**src/rtl/core/assert_macros.svh**
```systemverilog
// Assertion macros shared by the RTL; each expects clk and arst_n in scope.
`ifndef ASSERT_MACROS_SVH
`define ASSERT_MACROS_SVH

// Same-cycle implication.
`define CHK_IMPLIES(label, ante, cons, msg) \
	label: assert property (@(posedge clk) disable iff (!arst_n) (ante) |-> (cons)) \
		else $error(msg);

// Next-cycle implication.
`define CHK_NEXT(label, ante, cons, msg) \
	label: assert property (@(posedge clk) disable iff (!arst_n) (ante) |=> (cons)) \
		else $error(msg);

`endif

```
**src/rtl/core/parm_pkg.sv**
```systemverilog
// Shared types, constants and helper functions for the planar arm step block.
package parm_pkg;

	localparam int ANGLE_BITS = 16;
	localparam int TRIG_W     = 16;
	localparam int POS_W      = 15;
	localparam int IN_DATA_W  = 16;
	localparam int IN_USED_W  = 10;
	localparam int OUT_DATA_W = 112;
	localparam int CFG_IDX_W  = 3;
	localparam int CFG_DATA_W = 16;

	// divider sizes
	localparam int NUM_W     = 27;
	localparam int DEN_W     = 24;
	localparam int REM_W     = 58;
	localparam int DD_W      = DEN_W + 32;
	localparam int DIV_STEPS = 17;
	localparam int QUO_W     = 15;

	localparam logic [ANGLE_BITS-1:0] QUARTER_TURN = ANGLE_BITS'(1) << (ANGLE_BITS - 2);
	localparam logic [ANGLE_BITS-1:0] RST_FIRST    = ANGLE_BITS'(7) << (ANGLE_BITS - 3);
	localparam logic [ANGLE_BITS-1:0] RST_SECOND   = ANGLE_BITS'(1) << (ANGLE_BITS - 3);
	localparam logic [ANGLE_BITS-1:0] RST_TOOL     = '0;

	localparam logic [14:0] Q14_ONE = 15'd16384;
	localparam logic [14:0] SIN_K1  = 15'd25736;
	localparam logic [14:0] SIN_K3  = 15'd10512;
	localparam logic [14:0] SIN_K5  = 15'd1160;

	// 1/(2*pi) scaled by 2^32, split into two 15 bit halves
	localparam logic [29:0] INV_TWO_PI = 30'd683565276;
	localparam logic [14:0] K_LO = INV_TWO_PI[14:0];
	localparam logic [14:0] K_HI = INV_TWO_PI[29:15];

	localparam logic [15:0]       RST_JOINT_STEP = 16'd364;
	localparam logic [9:0]        RST_CART_SPEED = 10'd100;
	localparam logic [9:0]        RST_LINK_LEN   = 10'd250;
	localparam logic signed [14:0] RST_BASE_X    = 15'sd400;
	localparam logic signed [14:0] RST_BASE_Y    = 15'sd6400;
	localparam logic [15:0]       RST_MARGIN     = 16'd0;

	typedef enum logic [CFG_IDX_W-1:0] {
		REG_JOINT_STEP  = 3'd0,
		REG_CART_SPEED  = 3'd1,
		REG_LINK_LENGTH = 3'd2,
		REG_BASE_X      = 3'd3,
		REG_BASE_Y      = 3'd4,
		REG_SING_MARGIN = 3'd5
	} cfg_reg_t;

	typedef enum logic [2:0] {
		TRIG_S21,
		TRIG_C1,
		TRIG_S1,
		TRIG_C2,
		TRIG_S2
	} trig_sel_t;

	typedef enum logic [3:0] {
		ST_IDLE,
		ST_DECIDE,
		ST_TRIG,
		ST_TRIG_WAIT,
		ST_DET1,
		ST_DET2,
		ST_DET3,
		ST_SUM,
		ST_NUM,
		ST_DIV,
		ST_DIV_WAIT,
		ST_UPDATE,
		ST_POS1,
		ST_POS2,
		ST_OUT
	} ctrl_state_t;

	typedef struct packed {
		logic      load;
		logic      trig_start;
		trig_sel_t trig_sel;
		logic      det_mul1;
		logic      det_mul2;
		logic      det_check;
		logic      sum;
		logic      num;
		logic      div_start;
		logic      div_sel;
		logic      update;
		logic      pos_mul;
		logic      pos_round;
		logic      out_load;
	} parm_cmd_t;

	typedef struct packed {
		logic move;
		logic trig_busy;
		logic trig_done;
		logic det_small;
		logic div_done;
		logic out_free;
	} parm_sts_t;

	// 01 -> +1, 11 -> -1, anything else -> 0
	function automatic logic signed [1:0] dir_of(input logic [1:0] v);
		logic signed [1:0] d;
		unique case (v)
			2'b01:   d = 2'sd1;
			2'b11:   d = -2'sd1;
			default: d = 2'sd0;
		endcase
		return d;
	endfunction

	function automatic logic [POS_W-1:0] sat_pos(input logic signed [17:0] v);
		logic [POS_W-1:0] r;
		priority if (v > 18'sd16383)
			r = 15'h3FFF;
		else if (v < -18'sd16384)
			r = 15'h4000;
		else
			r = v[POS_W-1:0];
		return r;
	endfunction

endpackage

```
**src/rtl/core/parm_ctrl.sv**
```systemverilog
// Controller FSM: sequences jog, determinant test, inverse kinematics and position output.
module parm_ctrl import parm_pkg::*; (
	input  logic      clk,
	input  logic      arst_n,
	input  logic      in_valid,
	output logic      in_ready,
	input  parm_sts_t sts,
	output parm_cmd_t cmd
);

	ctrl_state_t state_q, state_d;
	trig_sel_t   sel_q, sel_d;
	logic        ik_q, ik_d;
	logic        dsel_q, dsel_d;

	always_ff @(posedge clk or negedge arst_n) begin
		if (!arst_n) begin
			state_q <= ST_IDLE;
			sel_q   <= TRIG_C1;
			ik_q    <= 1'b0;
			dsel_q  <= 1'b0;
		end else begin
			state_q <= state_d;
			sel_q   <= sel_d;
			ik_q    <= ik_d;
			dsel_q  <= dsel_d;
		end
	end

	// next state
	always_comb begin
		state_d = state_q;
		sel_d   = sel_q;
		ik_d    = ik_q;
		dsel_d  = dsel_q;
		unique case (state_q)
			ST_IDLE: if (in_valid) state_d = ST_DECIDE;
			ST_DECIDE: begin
				sel_d   = sts.move ? TRIG_S21 : TRIG_C1;
				ik_d    = sts.move;
				state_d = ST_TRIG;
			end
			ST_TRIG: state_d = ST_TRIG_WAIT;
			ST_TRIG_WAIT: begin
				if (sts.trig_done) begin
					priority if (sel_q == TRIG_S21)
						state_d = ST_DET1;
					else if (sel_q == TRIG_S2)
						state_d = ik_q ? ST_SUM : ST_POS1;
					else begin
						sel_d   = trig_sel_t'(sel_q + 3'd1);
						state_d = ST_TRIG;
					end
				end
			end
			ST_DET1: state_d = ST_DET2;
			ST_DET2: state_d = ST_DET3;
			ST_DET3: begin
				sel_d = TRIG_C1;
				if (sts.det_small)
					ik_d = 1'b0;
				state_d = ST_TRIG;
			end
			ST_SUM: state_d = ST_NUM;
			ST_NUM: begin
				dsel_d  = 1'b0;
				state_d = ST_DIV;
			end
			ST_DIV: state_d = ST_DIV_WAIT;
			ST_DIV_WAIT: begin
				if (sts.div_done) begin
					if (dsel_q)
						state_d = ST_UPDATE;
					else begin
						dsel_d  = 1'b1;
						state_d = ST_DIV;
					end
				end
			end
			ST_UPDATE: begin
				sel_d   = TRIG_C1;
				ik_d    = 1'b0;
				state_d = ST_TRIG;
			end
			ST_POS1: state_d = ST_POS2;
			ST_POS2: state_d = ST_OUT;
			ST_OUT: if (sts.out_free) state_d = ST_IDLE;
			default: state_d = ST_IDLE;
		endcase
	end

	// outputs
	always_comb begin
		cmd          = '0;
		cmd.trig_sel = sel_q;
		cmd.div_sel  = dsel_q;
		unique case (state_q)
			ST_IDLE:     cmd.load       = in_valid;
			ST_TRIG:     cmd.trig_start = 1'b1;
			ST_DET1:     cmd.det_mul1   = 1'b1;
			ST_DET2:     cmd.det_mul2   = 1'b1;
			ST_DET3:     cmd.det_check  = 1'b1;
			ST_SUM:      cmd.sum        = 1'b1;
			ST_NUM:      cmd.num        = 1'b1;
			ST_DIV:      cmd.div_start  = 1'b1;
			ST_UPDATE:   cmd.update     = 1'b1;
			ST_POS1:     cmd.pos_mul    = 1'b1;
			ST_POS2:     cmd.pos_round  = 1'b1;
			ST_OUT:      cmd.out_load   = sts.out_free;
			default: ;
		endcase
	end

	assign in_ready = (state_q == ST_IDLE);

endmodule

```
**config.mk**
```make
export PLATFORM = sky130hd
export DESIGN_NAME = parm_ctrl
export DESIGN_NICKNAME = d
export VERILOG_FILES = /design/src/rtl/core/assert_macros.svh /design/src/rtl/core/parm_pkg.sv /design/src/rtl/core/parm_ctrl.sv
export SDC_FILE = /design/constraint.sdc
export NUM_CORES = 1
export LEC_CHECK = 0
export CORE_UTILIZATION = 55
export CTS_CLUSTER_SIZE = 20
export DETAILED_ROUTE_END_ITERATION = 8
export DONT_BUFFER_PORTS = 1
export PLACE_DENSITY_LB_ADDON = 0.2
export REMOVE_ABC_BUFFERS = 1
export SYNTH_ARGS = -nofsm -noshare
export SYNTH_HDL_FRONTEND = slang
export SYNTH_SLANG_ARGS = --single-unit
```
**constraint.sdc**
```tcl
create_clock -name clk -period 1.8 [get_ports clk]
set_input_delay 0.36 -clock clk [delete_from_list [all_inputs] [get_ports clk]]
set_output_delay 0.36 -clock clk [all_outputs]
set_load 0.01 [all_outputs]
```
==> results of run 1 <==
worst max-delay path, stage by stage (launching register included):
cell	delay [ns]
dfrtp_2	0.51
nand2b_4	0.21
nand3b_1	0.24
inv_1	0.14
cell usage in the layout, fill, tap and decap left out, types with 2 or more instances in the layout:
| cell | n |
|---|---|
| nor2_1 | 11 |
| inv_1 | 7 |
| nor3_1 | 7 |
| nand2_1 | 7 |
| o21ai_0 | 7 |
| dfrtp_1 | 6 |
| nor2b_1 | 5 |
| a21oi_1 | 4 |
| buf_4 | 4 |
| nand2b_1 | 3 |
| clkbuf_4 | 3 |
| xor2_1 | 2 |
| nand3_1 | 2 |
| nand4_1 | 2 |
| ha_1 | 2 |
| dfrtp_2 | 2 |
power by group:
group | internal, mW | leakage [nW] | total, mW | switching (mW)
clock | 0.0854 | 0.0150 | 0.155 | 0.0699
combinational | 0.330 | 0.195 | 0.771 | 0.441
sequential | 0.300 | 0.110 | 0.489 | 0.188
timing repair:
| action | 4_1_cts | 5_1_grt |
|---|---|---|
| gates resized for setup | 2 | 1 |
| setup endpoints to repair | 3 | 2 |
| endpoints found under the hold margin | 9 | 0 |
| hold buffers | 1 | 0 |
final timing paths:
check                                start    endpoint  cells after the start
worst min-delay path                sts[0]  state_q[2]                      1
worst max-delay path            state_q[0]      cmd[8]                      3
worst min register to register      dsel_q      dsel_q                      2
worst max register to register    sel_q[0]    sel_q[0]                      6
max in group asynchronous           arst_n    sel_q[0]                      1
min in group asynchronous           arst_n      dsel_q                      1
cells by family after synthesis:
| family | Yosys count | share of synthesized area, % |
|---|---|---|
| adders and majority gates | 2 | 3.338 |
| DFF | 9 | 30.22 |
| and+or+nand+nor | 45 | 32.89 |
| AOI/OAI and AO/OA | 22 | 21.54 |
| xor gates and xnor gates | 3 | 3.506 |
| buffers and inverters | 14 | 8.515 |
routing by layer:
metal  up-vias  track usage [%]  routed length, µm  share of wire [%]
met4         0            6.897                  0                  0
met2        22            40.00                838                 48
li1        335                -                  -                  -
met5         -                0                  0                  0
met3         0            10.98                112                6.3
met1       326            42.96                813                 46
cell usage after synthesis (2+ instances only):
cell type  number
nand2_1         7
o21ai_0         7
nor3_1          7
buf_2           6
dfrtp_1         8
ha_1            2
nand3_1         2
a21oi_1         4
nand2b_1        3
xor2_1          2
nor2_1         11
nand4_1         2
inv_1           7
nor2b_1         5
flip-flops by register name, indices dropped and copies added, names as in the netlist:
register,cells
state_q,4
sel_q,3
dsel_q,1
ik_q,1
layout make-up:
class	count	area, µm²	share of cell area [%]
clock buffers	4	26.28	3.266
flip-flops and latches	9	229.0	28.46
multi-input cells	72	465.4	57.85
well taps	14	17.52	2.177
repair buffers	5	40.04	4.977
inverters	7	26.28	3.266
==> metrics, run 1 <==
post-detail-place hpwl 1266 µm; post-synth top area share 26.71%; Seq/Total Area, Yosys 30.22%; placed inst area 759.5 µm²; setup TNS 0 ns; global-route wire length before repair 2960 µm; Longest Clk Path Bufs 2; Starting Density 63.19%; final wirelength 1764 µm; GRT Util Overall 29.41%; routability cong. 0.8861; # setup viols final 0; mapped cell area 749.5 µm²; Synth area leader dfrtp_1; Fmax 580.3 MHz; Antenna Nets Post-Route 0; clock slew at reported path FFs 0.06 ns; Fillers 91; Min-Delay Path Class in2reg; Nets 109; final core utilization 67.83%; worst hold margin 0.2074 ns; Layout Skew 0.001644 ns; number of antenna diodes 0; chip width 38.92 µm; DR vias 683; Non-Filler Instances 111; IO Count 26; Setup Buffers After CTS 0; EDFF count, synth 0; LEAKAGE 0.3198 nW; status finished clean; peak fanout along the critical path 17; largest net degree at the start of global routing 18; dpl ws 0.2230 ns; Synth async-reset ratio 100.0%; Setup crit start kind flop; Cell Count Post-Placement 106; die height 38.92 µm; Power, Total 1.416 mW; Critical Path AT 1.36 ns; Yosys cell types 36; Layout area overhead 7.346%; core area 0.001186 mm²; Period minus WS final 1.723 ns; Post-Synthesis Mean Instance Area 7.889 µm²; vias per inst 6.153; vias in the first global route 598; Worst-Skew Late Latency 0.26 ns; top post-synthesis cells by area dfrtp_1, nor2_1, nor3_1; Num CTS Buffers 3; FF+latch count, synth 9; Worst Path Required 1.44 ns; 1st-iter DRT viols 16; CTS tree built; Top FF cell, synth dfrtp_1; row cnt 12; layout cells sized above 1 14.43%; Final Cell Area 804.5 µm²; Max Cap Violations 0; DRT Pass-1 Iters 4; drt drc 0; final number of hold-violating endpoints 0; crit end category output port; fin crit share 95.74%; PwrDens 1759 mW/mm²; total overflow reported by the global router 0; wire length per cell 15.89 µm; Final Slew Violations 0; WS Path Type reg2out; cell count after synthesis 95; CTS root buf clkbuf_4; Sink Count 9; final worst slack 0.07667 ns; Worst Tran Pin Value 0.4577 ns; H-tree Lvls 1; worst vdd ir 0.0009617 V; worst reg-to-reg setup slack 0.18 ns; die area 0.001514 mm²; port buffer count 0; initial antenna violation count 0; RSZ-0062 raised after global routing false; synth warn 0; relative slew slack 69.25%
(Power assumes the default switching activity.)
==> inputs of run 2 (changes only) <==
--- a/config.mk
+++ b/config.mk
@@ -5,9 +5,10 @@
 export SDC_FILE = /design/constraint.sdc
 export NUM_CORES = 1
 export LEC_CHECK = 0
-export CORE_UTILIZATION = 55
+export CORE_AREA = 2 2 39 41
 export CTS_CLUSTER_SIZE = 20
 export DETAILED_ROUTE_END_ITERATION = 8
+export DIE_AREA = 0 0 41 43
 export DONT_BUFFER_PORTS = 1
 export PLACE_DENSITY_LB_ADDON = 0.2
 export REMOVE_ABC_BUFFERS = 1
==> run 2 against run 1 <==
Compared with the run above:
- clock skew rose by 0.0025 ns
- first-iteration DRC count fell by 19%
- via count rose by 2.0%
- largest power group unchanged
==> metrics, run 2 (synthesized netlist as in run 1, its figures left out) <==
IO Count 26 (unchanged); power share of the clock group 10.5% (-0.5 points); crit end category output port; Worst-Skew Late Latency 0.25 ns (about the same); vias in the first global route 637 (+6.5%); Fillers 125 (+37%); largest net degree at the start of global routing 18 (unchanged); vias per inst 6.114 (-0.64%); Layout Skew 0.004167 ns (+0.002523 ns); Seq pwr share 34.4% (about the same); Min-Delay Path Class in2reg; layout cells sized above 1 16.33% (+1.9 points); die area 0.001763 mm² (+16%); port buffer count 0 (unchanged); DR vias 697 (+2.0%); Largest regs state_q: 4 flops, sel_q: 3 flops; fin crit share 93.91% (-1.8 points); LEAKAGE 0.3254 nW (+1.8%); NetSw 691.9 µW (-1.1%); Num CTS Buffers 3 (unchanged); GRT Util Overall 22.83% (-6.6 points); setup TNS 0 ns (unchanged); Period minus WS final 1.690 ns (-0.03304 ns); total overflow reported by the global router 0 (unchanged); final number of hold-violating endpoints 0 (unchanged); P_int 728.9 µW (+1.8%); worst vdd ir 0.001013 V (+5.3%); core area 0.001384 mm² (+17%); Antenna Nets Post-Route 0 (unchanged); commonest non-fill, non-tap cells in the layout nor2_1, inv_1, nand2_1, o21ai_0; Starting Density 54.16% (-9.0 points); Final Slew Violations 0 (unchanged); WS Path Type reg2out; die height 43 µm (+10%); global-route wire length before repair 2773 µm (-6.3%); Worst Tran Pin Value 0.4194 ns (-0.03823 ns); chip width 41 µm (+5.4%); drt drc 0 (unchanged); R2R Path Start sel_q[0]; min-delay src sts[0]; Sink Count 9 (unchanged); RSZ-0062 raised after global routing false; Final Cell Area 819.5 µm² (+1.9%); Critical Path Source state_q[0]; Biggest register state_q; most common cell after layout, fill and taps aside nor2_1; register area 229.0 µm² (unchanged); row cnt 14 (+2); 1st-iter DRT viols 13 (-3); worst reg-to-reg setup slack 0.24 ns (+0.06 ns); post-detail-place hpwl 1281 µm (+1.2%); CTS root buf clkbuf_4; switch share 48.70% (-0.70 points); clock slew at reported path FFs 0.06 ns (about the same); DRT Pass-1 Iters 4 (unchanged); routability cong. 0.8764 (-1.1%); Layout area overhead 9.349%; Critical Path Slowest Stage Cell dfrtp_2; wire length per cell 14.82 µm (-6.8%); relative slew slack 71.82% (+2.6 points); final wirelength 1689 µm (-4.3%); Setup Buffers After CTS 0 (unchanged); PwrDens 1734 mW/mm² (-1.5%); status finished clean; number of antenna diodes 0 (unchanged); Nets 110 (+0.92%); Setup crit start kind flop; Buf/Inv on CP 1 (unchanged); placed inst area 769.5 µm² (+1.3%); worst stage delay on the critical path 0.50 ns (about the same); Worst Path Required 1.44 ns (about the same); Max Cap Violations 0 (unchanged); H-tree Lvls 1 (unchanged); peak fanout along the critical path 14 (-3); CTS tree built; max reg flops 4 (unchanged); initial antenna violation count 0 (unchanged); Critical Path AT 1.33 ns (-0.03 ns); Fmax 591.6 MHz (+2.0%); Worst path top cell family by delay flip-flops; crit path cell chain nand2b_4 > nand3b_1 > inv_1; # setup viols final 0 (unchanged); Longest Clk Path Bufs 2 (unchanged); logic gate share of total power 55.1% (+0.6 points); Multi-input gate area 470.5 µm² (+1.1%)
-- run 2: cell types whose count changed in the layout (fill, tap and decap cells not counted), sizes merged --
cell,change
buf,+1
-- run 2: timing repair --
action / 4_1_cts / 5_1_grt
setup endpoints to repair: 1 / 6
hold buffers: 1 / 0
gates resized for setup: 1 / 3
endpoints found under the hold margin: 9 / 0
gates cloned: 0 / 0
-- run 2: power groups by stage --
| stage | logic [mW] | clock network (mW) | registers [mW] |
|---|---|---|---|
| global placement | 0.760 | 0 | 0.472 |
| global route | 0.870 | 0.169 | 0.510 |
| floorplan | 0.545 | 0 | 0.473 |
| CTS | 0.778 | 0.156 | 0.473 |
| detailed placement | 0.766 | 0 | 0.475 |
| finish | 0.783 | 0.149 | 0.489 |
-- run 2: layer usage --
metal  up-vias  share of wire (%)  global-route usage, %
met5         -                  0                      0
met4         0                  0                  3.333
li1        342                  -                      -
met2        15                 49                  30.94
met1       340                 45                  33.77
met3         0                5.4                  9.948
-- run 2: cell type report --
type / instances / share of cell area [%]
inverter: 7 / 3.206
tap: 16 / 2.443
clock buffer: 4 / 3.206
sequential: 9 / 27.94
timing repair buffer: 6 / 5.802
multi-input combinational: 72 / 57.40
-- run 2: stage by stage --
| step | hold slack [ns] | instances | setup WS (ns) | utilization, % | power [mW] |
|---|---|---|---|---|---|
| after floorplan | 0.06441 | 88 | 0.1476 | - | 1.018 |
| after global placement | 0.06460 | 109 | 0.2475 | 55.61 | 1.232 |
| after global routing | 0.2102 | 114 | 0.01959 | 59.22 | 1.548 |
| final | 0.2109 | 114 | 0.1097 | 59.22 | 1.421 |
| after detailed placement | 0.06461 | 109 | 0.2598 | 55.61 | 1.241 |
| after CTS | 0.2074 | 114 | 0.03109 | 58.32 | 1.407 |
-- run 2: path summary, 6_finish.rpt --
check / end / cells after the start
worst min register to register: dsel_q / 2
worst min-delay path: state_q[2] / 1
min in group asynchronous: state_q[2] / 1
worst max register to register: sel_q[2] / 6
max in group asynchronous: sel_q[0] / 1
worst max-delay path: cmd[8] / 3
==> inputs of run 3 (changes only) <==
--- a/config.mk
+++ b/config.mk
@@ -10,6 +10,7 @@
 export DETAILED_ROUTE_END_ITERATION = 8
 export DIE_AREA = 0 0 41 43
 export DONT_BUFFER_PORTS = 1
+export GPL_TIMING_DRIVEN = 0
 export PLACE_DENSITY_LB_ADDON = 0.2
 export REMOVE_ABC_BUFFERS = 1
 export SYNTH_ARGS = -nofsm -noshare
==> run 3 against run 2 <==
Compared with the run above:
- non-clock buffer count is the same
- combinational power is essentially flat
- first-iteration DRC count shrank 31%
- largest power group unchanged
- highest routed layer unchanged
- global-route usage grew 0.83 points
- utilization grew 1.4 points
- via count grew 2.0%
==> metrics, run 3 (synthesized netlist as in run 1, its figures left out) <==
final wirelength 1788 µm (+5.9%); layout cells sized above 1 20.41% (+4.1 points); CTS root buf clkbuf_4; final number of hold-violating endpoints 0 (unchanged); largest net degree at the start of global routing 20 (+2); CP endpoint cmd[15]; PwrDens 1774 mW/mm² (+2.3%); initial antenna violation count 0 (unchanged); GRT met3 Usage 10.47% (+0.52 points); port buffer count 0 (unchanged); LEAKAGE 0.3239 nW (-0.46%); DRT Pass-1 Iters 4 (unchanged); 1st-iter DRT viols 9 (-4); vias in the first global route 637 (unchanged); GRT Util Overall 23.65% (+0.83 points); RSZ-0062 raised after global routing false; Fmax 577.8 MHz (-2.3%); R2R Path Start sel_q[0]; commonest non-fill, non-tap cells in the layout nor2_1, nand2_1, o21ai_0, inv_1, nor3_1; Biggest register state_q; IO Count 26 (unchanged); Max Cap Violations 0 (unchanged); Starting Density 54.16% (unchanged); Fillers 134 (+7.2%); final core utilization 60.58% (+1.4 points); Critical Path Source state_q[2]; die area 0.001763 mm² (unchanged); post-detail-place hpwl 1213 µm (-5.3%); relative slew slack 70.93% (-0.89 points); Power, Total 1.487 mW (+4.7%); Worst Tran Pin Value 0.4346 ns (+0.01519 ns); Final Slew Violations 0 (unchanged); chip width 41 µm (unchanged); gr busiest metal met1; Nets 110 (unchanged); Num CTS Buffers 3 (unchanged); die height 43 µm (unchanged); number of antenna diodes 0 (unchanged); core area 0.001384 mm² (unchanged); fin crit share 96.14% (+2.2 points); worst reg-to-reg setup slack 0.15 ns (-0.09 ns); CTS tree built; Worst-Skew Late Latency 0.27 ns (+0.02 ns); Sink Count 9 (unchanged); global-route wire length before repair 2863 µm (+3.2%); r2r endpoint sel_q[0]; peak fanout along the critical path 9 (-5); Layout area overhead 11.85%; Worst Path Required 1.44 ns (about the same); Longest Clk Path Bufs 2 (unchanged); setup TNS 0 ns (unchanged); vias per inst 6.237 (+2.0%); grt met2 use 33.44% (+2.5 points); routability cong. 0.8531 (-2.7%); wire length per cell 15.68 µm (+5.9%); M1 GR Usage 34.33% (+0.56 points); worst vdd ir 0.001007 V (-0.54%); Layout Skew 0.009722 ns (+0.005555 ns); WS Path Type reg2out; total overflow reported by the global router 0 (unchanged); Largest regs state_q: 4 flops, sel_q: 3 flops; H-tree Lvls 1 (unchanged); Period minus WS final 1.731 ns (+0.04029 ns); # setup viols final 0 (unchanged); DR vias 711 (+2.0%); clock slew at reported path FFs 0.07 ns (about the same); most common cell after layout, fill and taps aside nor2_1; row cnt 14 (unchanged); max reg flops 4 (unchanged); status finished clean; Min-Delay Path Class in2reg; Setup crit start kind flop; drt drc 0 (unchanged); Antenna Nets Post-Route 0 (unchanged); Critical Path AT 1.37 ns (+0.04 ns); R2R cell count 6 (unchanged); crit end category output port
## run 3: worst min-delay path by stage
stage                     startpoint    endpoint  slack (ns)  cells past startpoint
after floorplan               arst_n      dsel_q        0.06                      0
after global placement        arst_n  state_q[2]        0.06                      0
after detailed placement      arst_n  state_q[2]        0.06                      0
after CTS                     sts[0]  state_q[2]        0.20                      1
after global routing          sts[0]  state_q[2]        0.20                      1
final                         sts[0]  state_q[2]        0.20                      1
## run 3: report_power, final
part           internal, mW  switching [mW]  leakage [nW]
Clock                0.0854          0.0728        0.0150
Combinational         0.355           0.428         0.202
Sequential            0.313           0.233         0.107
Total                 0.753           0.734         0.324
## run 3: what timing repair did
| action | 4_1_cts | 5_1_grt |
|---|---|---|
| hold endpoints to repair | 9 | 0 |
| endpoints found under the setup margin | 7 | 3 |
| gates resized for setup | 8 | 3 |
| pin swaps | 0 | 1 |
| cloned | 0 | 0 |
| hold buffers | 1 | 0 |
| buffers inserted | 0 | 5 |
## run 3: stage by stage
stage,cells,cell area [µm²],hold WS [ns],setup WS (ns)
after floorplan,88,711.9,0.06441,0.1476
after CTS,109,793.3,0.1956,0.02659
after global routing,114,838.3,0.2043,0.008536
after detailed placement,104,732.0,0.06462,0.00004519
after global placement,104,732.0,0.06460,0.004555
final,114,838.3,0.2011,0.06941
## run 3: layout make-up
| cell class | count | area, µm² | share of cell area (%) |
|---|---|---|---|
| multi-input cells | 72 | 481.7 | 57.46 |
| flip-flops and latches | 9 | 236.5 | 28.21 |
| repair buffers | 6 | 47.55 | 5.672 |
| clock buffers | 4 | 26.28 | 3.134 |
| inverters | 7 | 26.28 | 3.134 |
| well taps | 16 | 20.02 | 2.388 |
## run 3: critical path, stage by stage, from the launching register on
cell and delay (ns):
dfrtp_4 0.53, nor4_4 0.35, and2_1 0.23
## run 3: per-layer routing
layer	vias to the layer above	routed length, µm
met5	-	0
met2	22	901
met1	346	766
met4	0	0
met3	0	120
li1	343	-
